**src/sv/tbs_pkg.sv**
```systemverilog
// tbs_pkg: shared types and constants for the transfer block splitter.
// No dependencies.
`timescale 1ns / 1ps
`default_nettype none
package tbs_pkg;

  localparam int CFG_IDX_W  = 3;
  localparam int CFG_DATA_W = 13;
  localparam int DIV_STEPS  = 12;

  localparam logic [CFG_IDX_W-1:0] CFG_CHANNELS   = 3'd0;
  localparam logic [CFG_IDX_W-1:0] CFG_IN_SHARD_W = 3'd1;
  localparam logic [CFG_IDX_W-1:0] CFG_ELEM_SIZE  = 3'd2;
  localparam logic [CFG_IDX_W-1:0] CFG_BLK_WIDTH  = 3'd3;
  localparam logic [CFG_IDX_W-1:0] CFG_OUT_SHARD_W = 3'd4;

  localparam logic [5:0] LAST_PIECE_NUM = 6'd63;

  typedef struct packed {
    logic [10:0] channels;
    logic [12:0] in_shard_w;
    logic [3:0]  elem_size;
    logic [12:0] blk_width;
    logic [12:0] out_shard_w;
  } cfg_t;

  typedef struct packed {
    logic [5:0]  from_core;
    logic [5:0]  dst_core;
    logic [7:0]  noc_x;
    logic [7:0]  noc_y;
    logic [30:0] src_base;
    logic [24:0] row_bs;
    logic [13:0] start;
    logic [13:0] lim;
    logic [13:0] bstart;
    logic [5:0]  blk;
  } job_t;

  typedef enum logic [1:0] {FR_IDLE, FR_DIV, FR_ROW, FR_PUSH} front_state_t;
  typedef enum logic [1:0] {BK_IDLE, BK_CALC, BK_SEND} back_state_t;

endpackage
`default_nettype wire

```
**src/sv/transfer_block_splitter.sv**
```systemverilog
// transfer_block_splitter: top level; config registers, front, job queue, back.
// Depends on tbs_pkg, tbs_front, tbs_queue, tbs_back.
//
//   channel | direction | handshake          | beat
//   in      | in        | in_valid/in_stall  | one transfer descriptor
//   out     | out       | out_valid/out_stall| one piece
//   cfg     | in        | cfg_valid/cfg_ready| one register write
//
// Front takes no new descriptor while its 12-step column divider, row product
// and push are busy. Back alternates CALC and SEND per piece; the job queue
// lets the front decode the next descriptor while pieces drain.
// Reset (rst, synchronous) loads the register defaults and empties the queue.
// A stalled output holds its beat; the back waits and the queue fills behind it.
`timescale 1ns / 1ps
`default_nettype none
module transfer_block_splitter import tbs_pkg::*; #(
  parameter int QUEUE_DEPTH = 2
) (
  input  wire logic                  clk,
  input  wire logic                  rst,
  input  wire logic                  cfg_valid,
  output logic                       cfg_ready,
  input  wire logic [CFG_IDX_W-1:0]  cfg_index,
  input  wire logic [CFG_DATA_W-1:0] cfg_data,
  input  wire logic                  in_valid,
  output logic                       in_stall,
  input  wire logic [5:0]            source_core,
  input  wire logic [5:0]            dst_core,
  input  wire logic [11:0]           src_col,
  input  wire logic [11:0]           dst_col,
  input  wire logic [12:0]           run_length,
  input  wire logic [9:0]            channel,
  input  wire logic [5:0]            batch,
  input  wire logic [7:0]            source_noc_x,
  input  wire logic [7:0]            source_noc_y,
  output logic                       out_valid,
  input  wire logic                  out_stall,
  output logic [5:0]                 out_src_core,
  output logic [5:0]                 out_dst_core,
  output logic [5:0]                 block_index,
  output logic [27:0]                src_elem_offset,
  output logic [11:0]                block_col,
  output logic [12:0]                piece_length,
  output logic [7:0]                 out_noc_x,
  output logic [7:0]                 out_noc_y,
  output logic [30:0]                src_byte_offset,
  output logic [24:0]                dst_byte_offset,
  output logic [15:0]                piece_bytes,
  output logic                       last_piece
);
  cfg_t cfg;
  job_t push_job, pop_job;
  logic push, pop, q_full, q_valid;

  assign cfg_ready = 1'b1;

  always_ff @(posedge clk) begin
    if (rst) begin
      cfg.channels    <= 11'd1;
      cfg.in_shard_w  <= 13'd1;
      cfg.elem_size   <= 4'd2;
      cfg.blk_width   <= 13'd32;
      cfg.out_shard_w <= 13'd32;
    end else if (cfg_valid && cfg_ready) begin
      unique case (cfg_index)
        CFG_CHANNELS:    cfg.channels    <= cfg_data[10:0];
        CFG_IN_SHARD_W:  cfg.in_shard_w  <= cfg_data;
        CFG_ELEM_SIZE:   cfg.elem_size   <= cfg_data[3:0];
        CFG_BLK_WIDTH:   cfg.blk_width   <= cfg_data;
        CFG_OUT_SHARD_W: cfg.out_shard_w <= cfg_data;
        default: ;
      endcase
    end
  end

  tbs_front u_front (
    .clk, .rst, .cfg, .in_valid, .in_stall,
    .source_core, .dst_core, .src_col, .dst_col, .run_length,
    .channel, .batch, .source_noc_x, .source_noc_y,
    .push, .job(push_job), .q_full
  );

  tbs_queue #(.DEPTH(QUEUE_DEPTH)) u_queue (
    .clk, .rst, .push, .wr_data(push_job), .full(q_full),
    .pop, .valid(q_valid), .rd_data(pop_job)
  );

  tbs_back u_back (
    .clk, .rst, .cfg, .q_valid, .q_data(pop_job), .pop,
    .out_valid, .out_stall, .out_src_core, .out_dst_core, .block_index,
    .src_elem_offset, .block_col, .piece_length, .out_noc_x, .out_noc_y,
    .src_byte_offset, .dst_byte_offset, .piece_bytes, .last_piece
  );
endmodule
`default_nettype wire

```
**src/sv/tbs_queue.sv**
```systemverilog
// tbs_queue: small register queue of decoded jobs between front and back.
// Depends on tbs_pkg.
`timescale 1ns / 1ps
`default_nettype none
module tbs_queue import tbs_pkg::*; #(
  parameter int DEPTH = 2
) (
  input  wire logic clk,
  input  wire logic rst,
  input  wire logic push,
  input  job_t      wr_data,
  output logic      full,
  input  wire logic pop,
  output logic      valid,
  output job_t      rd_data
);
  localparam int PW = (DEPTH > 1) ? $clog2(DEPTH) : 1;
  localparam int CW = $clog2(DEPTH + 1);

  job_t          mem [DEPTH];
  logic [PW-1:0] wr_ptr;
  logic [PW-1:0] rd_ptr;
  logic [CW-1:0] count;

  assign full    = (count == CW'(DEPTH));
  assign valid   = (count != '0);
  assign rd_data = mem[rd_ptr];

  always_ff @(posedge clk) begin
    if (push) begin
      mem[wr_ptr] <= wr_data;
    end
  end

  always_ff @(posedge clk) begin
    if (rst) begin
      wr_ptr <= '0;
      rd_ptr <= '0;
      count  <= '0;
    end else begin
      if (push) begin
        wr_ptr <= (wr_ptr == PW'(DEPTH - 1)) ? '0 : wr_ptr + 1'b1;
      end
      if (pop) begin
        rd_ptr <= (rd_ptr == PW'(DEPTH - 1)) ? '0 : rd_ptr + 1'b1;
      end
      if (push && !pop) begin
        count <= count + 1'b1;
      end else if (pop && !push) begin
        count <= count - 1'b1;
      end
    end
  end
endmodule
`default_nettype wire

```
**src/sv/tbs_front.sv**
```systemverilog
// tbs_front: accepts descriptors, runs the column dividers and offset products,
// and pushes one decoded job per non-empty transfer. Depends on tbs_pkg.
`timescale 1ns / 1ps
`default_nettype none
module tbs_front import tbs_pkg::*; (
  input  wire logic        clk,
  input  wire logic        rst,
  input  cfg_t             cfg,
  input  wire logic        in_valid,
  output logic             in_stall,
  input  wire logic [5:0]  source_core,
  input  wire logic [5:0]  dst_core,
  input  wire logic [11:0] src_col,
  input  wire logic [11:0] dst_col,
  input  wire logic [12:0] run_length,
  input  wire logic [9:0]  channel,
  input  wire logic [5:0]  batch,
  input  wire logic [7:0]  source_noc_x,
  input  wire logic [7:0]  source_noc_y,
  output logic             push,
  output job_t             job,
  input  wire logic        q_full
);
  front_state_t st, st_next;
  logic [3:0]  cnt;
  logic [5:0]  r_src_core, r_dst_core, r_batch;
  logic [7:0]  r_nx, r_ny;
  logic [11:0] r_src_col, r_dst_col, dvd, q1, q2;
  logic [12:0] r_len, r1, r2, bs_eff;
  logic [9:0]  r_channel;
  logic [16:0] prod1;
  logic [30:0] src_base;
  logic [24:0] row_bs;
  logic [13:0] t1, t2, end_excl, lim;
  logic        skip;

  assign bs_eff   = (cfg.blk_width == '0) ? 13'd1 : cfg.blk_width;
  assign t1       = {r1, dvd[11]};
  assign t2       = {r2, dvd[11]};
  assign end_excl = {2'b00, r_dst_col} + {1'b0, r_len};
  assign lim      = (end_excl < {1'b0, cfg.out_shard_w}) ? end_excl
                                                          : {1'b0, cfg.out_shard_w};
  assign skip     = ({2'b00, r_dst_col} >= lim);
  assign in_stall = (st != FR_IDLE);

  assign job.from_core = r_src_core;
  assign job.dst_core  = r_dst_core;
  assign job.noc_x     = r_nx;
  assign job.noc_y     = r_ny;
  assign job.src_base  = src_base;
  assign job.row_bs    = row_bs;
  assign job.start     = {2'b00, r_dst_col};
  assign job.lim       = lim;
  assign job.bstart    = {2'b00, r_dst_col - r2[11:0]};
  assign job.blk       = q2[5:0];

  always_ff @(posedge clk) begin
    if (rst) begin
      st <= FR_IDLE;
    end else begin
      st <= st_next;
    end
  end

  always_comb begin
    st_next = st;
    push    = 1'b0;
    unique case (st)
      FR_IDLE: if (in_valid) st_next = FR_DIV;
      FR_DIV:  if (cnt == 4'(DIV_STEPS - 1)) st_next = FR_ROW;
      FR_ROW:  st_next = FR_PUSH;
      FR_PUSH: begin
        if (skip) begin
          st_next = FR_IDLE;
        end else if (!q_full) begin
          push    = 1'b1;
          st_next = FR_IDLE;
        end
      end
      default: st_next = FR_IDLE;
    endcase
  end

  always_ff @(posedge clk) begin
    case (st)
      FR_IDLE: begin
        r_src_core <= source_core;
        r_dst_core <= dst_core;
        r_src_col  <= src_col;
        r_dst_col  <= dst_col;
        r_len      <= run_length;
        r_channel  <= channel;
        r_batch    <= batch;
        r_nx       <= source_noc_x;
        r_ny       <= source_noc_y;
        dvd        <= dst_col;
        cnt        <= '0;
        r1         <= '0;
        r2         <= '0;
      end
      FR_DIV: begin
        cnt <= cnt + 1'b1;
        dvd <= {dvd[10:0], 1'b0};
        if (t1 >= {1'b0, cfg.out_shard_w}) begin
          r1 <= 13'(t1 - {1'b0, cfg.out_shard_w});
          q1 <= {q1[10:0], 1'b1};
        end else begin
          r1 <= t1[12:0];
          q1 <= {q1[10:0], 1'b0};
        end
        if (t2 >= {1'b0, bs_eff}) begin
          r2 <= 13'(t2 - {1'b0, bs_eff});
          q2 <= {q2[10:0], 1'b1};
        end else begin
          r2 <= t2[12:0];
          q2 <= {q2[10:0], 1'b0};
        end
        if (cnt == 4'd0) begin
          prod1 <= 17'(r_batch * cfg.channels) + {7'd0, r_channel};
        end
        if (cnt == 4'd1) begin
          src_base <= 31'(prod1 * cfg.in_shard_w) + {19'd0, r_src_col};
        end
      end
      FR_ROW: row_bs <= 25'(({3'b000, r_channel} + {1'b0, q1}) * bs_eff);
      default: ;
    endcase
  end
endmodule
`default_nettype wire

```
**src/sv/tbs_back.sv**
```systemverilog
// tbs_back: walks the blocks of one job and emits one piece per beat.
// Depends on tbs_pkg.
`timescale 1ns / 1ps
`default_nettype none
module tbs_back import tbs_pkg::*; (
  input  wire logic clk,
  input  wire logic rst,
  input  cfg_t      cfg,
  input  wire logic q_valid,
  input  job_t      q_data,
  output logic      pop,
  output logic        out_valid,
  input  wire logic   out_stall,
  output logic [5:0]  out_src_core,
  output logic [5:0]  out_dst_core,
  output logic [5:0]  block_index,
  output logic [27:0] src_elem_offset,
  output logic [11:0] block_col,
  output logic [12:0] piece_length,
  output logic [7:0]  out_noc_x,
  output logic [7:0]  out_noc_y,
  output logic [30:0] src_byte_offset,
  output logic [24:0] dst_byte_offset,
  output logic [15:0] piece_bytes,
  output logic        last_piece
);
  back_state_t st, st_next;
  job_t        job;
  logic [13:0] cur, p_oend;
  logic [14:0] bstart, bend;
  logic [5:0]  blk, n;
  logic [12:0] p_plen, p_local, bs_eff;
  logic [30:0] p_elem;
  logic [24:0] p_dsum;
  logic        p_last, load, oreg_free;
  logic [13:0] oend;

  assign bs_eff    = (cfg.blk_width == '0) ? 13'd1 : cfg.blk_width;
  assign bend      = bstart + {2'b00, bs_eff};
  assign oend      = (bend < {1'b0, job.lim}) ? bend[13:0] : job.lim;
  assign oreg_free = !out_valid || !out_stall;

  always_ff @(posedge clk) begin
    if (rst) begin
      st <= BK_IDLE;
    end else begin
      st <= st_next;
    end
  end

  always_comb begin
    st_next = st;
    pop     = 1'b0;
    load    = 1'b0;
    unique case (st)
      BK_IDLE: begin
        if (q_valid) begin
          pop     = 1'b1;
          st_next = BK_CALC;
        end
      end
      BK_CALC: st_next = BK_SEND;
      BK_SEND: begin
        if (oreg_free) begin
          load    = 1'b1;
          st_next = p_last ? BK_IDLE : BK_CALC;
        end
      end
      default: st_next = BK_IDLE;
    endcase
  end

  always_ff @(posedge clk) begin
    case (st)
      BK_IDLE: begin
        job    <= q_data;
        cur    <= q_data.start;
        bstart <= {1'b0, q_data.bstart};
        blk    <= q_data.blk;
        n      <= '0;
      end
      BK_CALC: begin
        p_oend  <= oend;
        p_plen  <= 13'(oend - cur);
        p_local <= 13'(cur - bstart[13:0]);
        p_elem  <= job.src_base + {17'd0, cur - job.start};
        p_dsum  <= job.row_bs + 25'(cur - bstart[13:0]);
        p_last  <= (oend == job.lim) || (n == LAST_PIECE_NUM);
      end
      BK_SEND: begin
        if (load) begin
          cur    <= p_oend;
          bstart <= bend;
          blk    <= blk + 1'b1;
          n      <= n + 1'b1;
        end
      end
      default: ;
    endcase
  end

  always_ff @(posedge clk) begin
    if (load) begin
      out_src_core    <= job.from_core;
      out_dst_core    <= job.dst_core;
      block_index     <= blk;
      src_elem_offset <= p_elem[27:0];
      block_col       <= p_local[11:0];
      piece_length    <= p_plen;
      out_noc_x       <= job.noc_x;
      out_noc_y       <= job.noc_y;
      src_byte_offset <= 31'(p_elem * cfg.elem_size);
      dst_byte_offset <= 25'(p_dsum * cfg.elem_size);
      piece_bytes     <= 16'(p_plen * cfg.elem_size);
      last_piece      <= p_last;
    end
  end

  always_ff @(posedge clk) begin
    if (rst) begin
      out_valid <= 1'b0;
    end else if (load) begin
      out_valid <= 1'b1;
    end else if (!out_stall) begin
      out_valid <= 1'b0;
    end
  end
endmodule
`default_nettype wire

```
**config.mk**
```make
export PLATFORM = sky130hd
export DESIGN_NAME = transfer_block_splitter
export DESIGN_NICKNAME = d
export VERILOG_FILES = /design/src/sv/tbs_pkg.sv /design/src/sv/transfer_block_splitter.sv /design/src/sv/tbs_queue.sv /design/src/sv/tbs_front.sv /design/src/sv/tbs_back.sv
export SDC_FILE = /design/constraint.sdc
export NUM_CORES = 2
export LEC_CHECK = 0
export BUFFER_PORTS_ARGS = -buffer_cell sky130_fd_sc_hd__buf_2
export CORE_MARGIN = 5
export CORE_UTILIZATION = 45
export CTS_CLUSTER_DIAMETER = 40
export DETAILED_ROUTE_END_ITERATION = 7
export SLEW_MARGIN = 10
export SYNTH_ARGS = -nofsm -noshare
export SYNTH_HDL_FRONTEND = slang
export SYNTH_SLANG_ARGS = --single-unit
export TNS_END_PERCENT = 50
```
**constraint.sdc**
```tcl
create_clock -name clk -period 32.3 [get_ports clk]
set_input_delay 6.46 -clock clk [delete_from_list [all_inputs] [get_ports clk]]
set_output_delay 6.46 -clock clk [all_outputs]
set_load 0.02 [all_outputs]
```
* After elaboration in Yosys (flattened, before gate mapping)
Memory sizes are Yosys's and may differ from the RTL's. A register that Yosys moved wholly into a read port is not among the register bits.
Cells that the tools add are included.
** Word-level totals
- Register bits after elaboration :: 686
- Memory bits (writable) :: 256
- Input port bits :: 102
- Output and inout bits :: 163
- Word-level logic and storage cells :: 186
- Memories kept :: 1
** Operators by class
- $add $sub $neg :: 21
- Multipliers :: 6
- Order comparisons :: 5
- Equal/unequal tests :: 21
- Mux-type cells :: 45
- Reductions and logical operators :: 28
** Memory list
- u_queue.mem :: words 2, bits a word 128, read ports 1, clocked after Yosys merged registers in 1, wr ports 1, line tbs_queue.sv:20 : job_t mem [DEPTH];
** Operators by type and width (number)
- one-hot mux 13 bit (2 select lines) :: 2
- two-way mux 14 bit :: 3
- two-way mux 13 bit :: 3
- subtractor 13 bit :: 3
- adder 30 x 12 -> 31 bit :: 1
- adder 31 x 14 -> 31 bit :: 1
- multiplier 31 x 4 -> 31 bit :: 1
- multiplier 17 x 13 -> 30 bit :: 1
- one-hot mux 15 bit (2 select lines) :: 1
- greater-or-equal comparator 14 x 13 -> 1 bit :: 2
- one-hot mux 14 bit (2 select lines) :: 1
- adder 25 bit :: 1
- multiplier 25 x 13 -> 25 bit :: 1
- multiplier 25 x 4 -> 25 bit :: 1
- one-hot mux 12 bit (2 select lines) :: 1
- one-hot mux 6 bit (2 select lines) :: 2
- subtractor 12 bit :: 2
- two-way mux 1 bit :: 18
- AND reduction 2 bit :: 9
- adder 17 x 10 -> 17 bit :: 1
- multiplier 6 x 11 -> 17 bit :: 1
- multiplier 13 x 4 -> 16 bit :: 1
- two-way mux 2 bit :: 8
- adder 15 x 13 -> 15 bit :: 1
- other kinds (38) :: 60

* Longest topological paths before layout
- Depth in word-level cells :: 10
- Depth in mapped cells :: 31
- Gate-level depth less buffers :: 31

* Hierarchy
A second synthesis with hierarchy kept.
** Unflattened totals
- Cell total of the unflattened synthesis :: 5350
- Area, all modules :: 63160.6 sq um
** By module, submodules not included
- tbs_front :: times used 1, cells each 2572, area an instance 25941.1 sq um, sequential area each 6466.2 sq um
- tbs_back :: times used 1, cells each 2146, area an instance 24972.7 sq um, sequential area each 12341.8 sq um
- tbs_queue :: times used 1, cells each 433, area an instance 10063.4 sq um, sequential area each 8027.7 sq um
- transfer_block_splitter :: times used 1, cells each 199, area an instance 2183.3 sq um, sequential area each 1081.0 sq um

* Worst setup path before layout
OpenSTA, ideal clock, no wires.
- Kind :: input -> register
- From :: input out_stall
- To :: register u_back.block_col[0] (enable)
- Library setup time :: 732 ps
- Data arrival time :: 14168 ps
- Required time :: 31568 ps
- Path slack :: 17399 ps
- Stages :: 1
- Path buffers :: 0
- Cells stage by stage :: a21oi_1
** On the way
- Cells in the longest elaborated chain, start to end :: 4
** Ends and longest elaborated chain
- from (decl) :: line transfer_block_splitter.sv:37 : input wire logic out_stall,
- zero test 1 bit :: line tbs_back.sv:41 : assign oreg_free = !out_valid || !out_stall;
- logical OR 1 bit :: line tbs_back.sv:41
- two-way mux 1 bit :: line tbs_back.sv:64 : if (oreg_free) begin
- two-way mux 1 bit :: line tbs_back.sv:55 : unique case (st)
- to (signal assigned) :: line tbs_back.sv:108 : block_col <= p_local[11:0];
- to (decl) :: line tbs_back.sv:18 : output logic [11:0] block_col,
No other way between the ends.
A chain may end at the register's enable or synchronous reset.

==> out/qor.yml <==
status: "complete, no violations"
first_pass_iters: 5
grt_pass1_vias: 40400
antenna_found_initial: 3
crit_required_ns: 32.66
die_w_um: 381
hp-class: "register to register"
drc: 0
finalMaxSlewViolations: 0
ys_seq_area_share_pct: 44.5
die_y_um: 381
critPathMaxFanout: 61
yosys_warnings: 0
yosys-top-cells-area: "edfxtp_1 (42%), fa_1 (15%), ha_1 (9.6%)"
cts_root_buf: "clkbuf_16"
p_seq_share_pct: 30.3
critPathCaptureType: "register"
grt_usage_pct: 19.4
fin_ws_ns: 23.65
gp_congestion: 0.879
die_area_um2: 146000
synth_area_per_cell_um2: 11.5
std_cell_rows: 136
cts_resized: 0
synthCells: 5405
maxSlewHeadroom_pct: 22.8
wl_um: 139000
ioPinCount: 265
areaGrowthSynthToFinish_pct: 13.2
place_hpwl_um: 104000
tightest_slew_ns: 1.15
numCtsBuffers: 141
port_buffers: 263
p_per_area_nw_per_um2: 102
core-area_um2: 137000
pre_cts_ws_ns: 22.87
detail_route.vias_per_cell: 5.17
finalCritPeriodShare_pct: 26.8
p_sw_share_pct: 40.6
ant_nets: 0
drt_iter0_drc: 2371
diodes: 0
ys.flop_type: "edfxtp_1"
max-clock-path-buffers: 3
htreeDepth: 4
synth-async-reset-ratio_pct: 0
pwr-share-clk_pct: 21.6
grt-ovfl-total: 0
total_leakage_power_nw: 30.0
grt_first_pass_wirelength_um: 223000
drive_above_1_share_pct: 12.5
yosysUniqueCellTypes: 90
internal-power_mw: 4.25
cp.arrival_ns: 9.01
wl_per_cell_um: 18.4
setup_viol: 0
path_clk_slew_ns: 0.06
slowest_delay_ns: 0.74
yosysTopAreaCell: "edfxtp_1"
nets: 6726
max_cap_viol_count: 0
switchingPower_mw: 2.90
synth_top_area_share_pct: 42.4
cts_tree: "yes"
cts.sinks: 941
worstSkewPairLatency_ns: 0.76
period_minus_slack_ns: 8.65
synth_edf_count: 877
cp_slowest_cell: "buf_4"
rsz0062_at_grt: "false"
path_class: "register to register"
max_clock_freq_ghz: 0.116
finalClockSkew_ns: 0.0420
grt_max_degree: 70
initial_utilization_pct: 45.2
holdWs_ns: 0.396
synth_seq_cells: 941
hold_viol_final: 0
num_vias: 39200
max-vdd-ir-drop_mv: 0.0805
crit_path_start_kind: "register"
cts_setup_buffers: 0
setup_total_negative_slack_ns: 0
power_frac_comb_pct: 48.1
cp_common_cell: "a21oi_1"
syn-cell-area_um2: 62100
cts_hold_buf: 0
sequential cells by signal, indices dropped and copies added (netlist names), 13 cells and up, named ones only:
name / count
cfg: 54
u_back.bstart: 15
u_back.cur: 14
u_back.dst_byte_offset: 25
u_back.job: 110
u_back.p_dsum: 25
u_back.p_elem: 31
u_back.p_oend: 14
u_back.p_plen: 13
u_back.piece_bytes: 16
u_back.piece_length: 13
u_back.src_byte_offset: 31
u_back.src_elem_offset: 28
u_front.prod1: 17
u_front.r1: 13
u_front.r2: 13
u_front.r_len: 13
u_front.row_bs: 25
u_front.src_base: 31
u_queue.mem: 256
cells in the mapped netlist (11+ instances only):
cell type,count
a211oi_1,27
a21boi_0,13
a21o_1,92
a21oi_1,260
a31oi_1,24
and2_1,278
and3_1,25
clkbuf_1,164
dfxtp_1,64
edfxtp_1,877
fa_1,469
ha_1,477
inv_1,680
mux2_2,124
mux2i_1,30
nand2_1,702
nand2b_1,25
nand3_1,49
nand4_1,27
nor2_1,218
nor2b_1,43
nor3_1,60
o211ai_1,12
o21a_1,26
o21ai_0,124
o21bai_1,31
o41ai_1,11
or2_2,15
or3_1,18
xnor2_1,214
xor2_1,78
per-stage QoR:
step / power [mW] / cell area, µm² / util (%) / instances
after global routing: 7.72 / 70300 / 51.2 / 7587
after detailed placement: 5.62 / 65400 / 47.6 / 7329
after CTS: 7.22 / 70300 / 51.2 / 7587
after floorplan: 4.68 / 62100 / - / 5406
final: 7.15 / 70300 / 51.2 / 7587
after global placement: 5.55 / 65400 / 47.6 / 7329
layer usage:
| metal | track usage (%) | part of all wire (%) | up-vias |
|---|---|---|---|
| li1 | - | - | 18800 |
| met1 | 27.4 | 47 | 19300 |
| met2 | 30.6 | 45 | 874 |
| met3 | 3.34 | 4.9 | 227 |
| met4 | 6.07 | 2.9 | 2 |
| met5 | 0 | 0.0072 | - |
layout make-up:
| type | instances | area (µm²) |
|---|---|---|
| clock buffer | 157 | 3690 |
| clock inverter | 101 | 1220 |
| fill | 12000 | 67000 |
| inverter | 680 | 2550 |
| multi-input combinational | 3611 | 31300 |
| sequential | 941 | 27600 |
| tap | 1794 | 2240 |
| timing repair buffer | 303 | 1620 |
layout by cell type (no fill, tap or decap), types with 26 or more instances in the layout:
cell type	Yosys	layout
mux2i_1	30	30
nor2_1	218	217
edfxtp_1	877	877
a21o_1	92	92
o21bai_1	31	31
a211oi_1	27	27
mux2_2	124	124
fa_1	469	469
nand4_1	27	27
and2_1	278	277
nor3_1	60	60
buf_4	3	40
o21ai_0	124	124
nand3_1	49	49
o21a_1	26	26
buf_2	2	263
dfxtp_1	64	59
xor2_1	78	78
inv_1	680	680
clkbuf_16	0	146
nand2_1	702	701
xnor2_1	214	212
ha_1	477	475
a21oi_1	260	259
nor2b_1	43	40
power by group through the flow:
stage,Sequential [mW],Clock (mW),Combinational [mW]
2_1_floorplan,2.11,0,2.56
3_3_place_gp,2.18,0,3.37
3_5_place_dp,2.19,0,3.43
4_1_cts,2.17,1.59,3.46
5_1_grt,2.20,1.64,3.87
6_report,2.17,1.55,3.44
path summary, 6_finish.rpt:
check | end | depth (start not counted) | from | slack [ns]
setup reg to reg | u_queue.mem[0][91]$_DFFE_PP_ | 28 | u_front.r_dst_col[0]$_DFFE_PP_ | 23.65
hold / removal | u_back.out_dst_core[3]$_DFFE_PP_ | 0 | u_back.job[123]$_DFFE_PP_ | 0.40
hold reg to reg | u_back.out_dst_core[3]$_DFFE_PP_ | 0 | u_back.job[123]$_DFFE_PP_ | 0.40
setup / recovery | u_queue.mem[0][91]$_DFFE_PP_ | 28 | u_front.r_dst_col[0]$_DFFE_PP_ | 23.65
critical path: cells and delay by family (launching register included):
family | cells | cell delay [ns]
AOI/OAI and AO/OA | 15 | 2.99
DFF | 1 | 0.40
muxes | 1 | 0.43
and+or+nand+nor | 4 | 1.22
buffers and inverters | 3 | 1.55
adders and majority gates | 4 | 1.23
xor gates and xnor gates | 1 | 0.29
cell families (layout without fill, tap and decap cells):
group                      after synthesis  after routing  share of synthesized area [%]
DFF                                    941            941                           44.5
AOI/OAI and AO/OA                      718            718                           7.41
muxes                                  156            156                           2.78
and+or+nand+nor                       1494           1494                           11.2
adders and majority gates              946            946                           24.7
buffers and inverters                  854           1241                           5.21
xor gates and xnor gates               294            294                           4.17
other                                    2              3                         0.0121
Note: power is estimated with default switching activity, not from simulation.
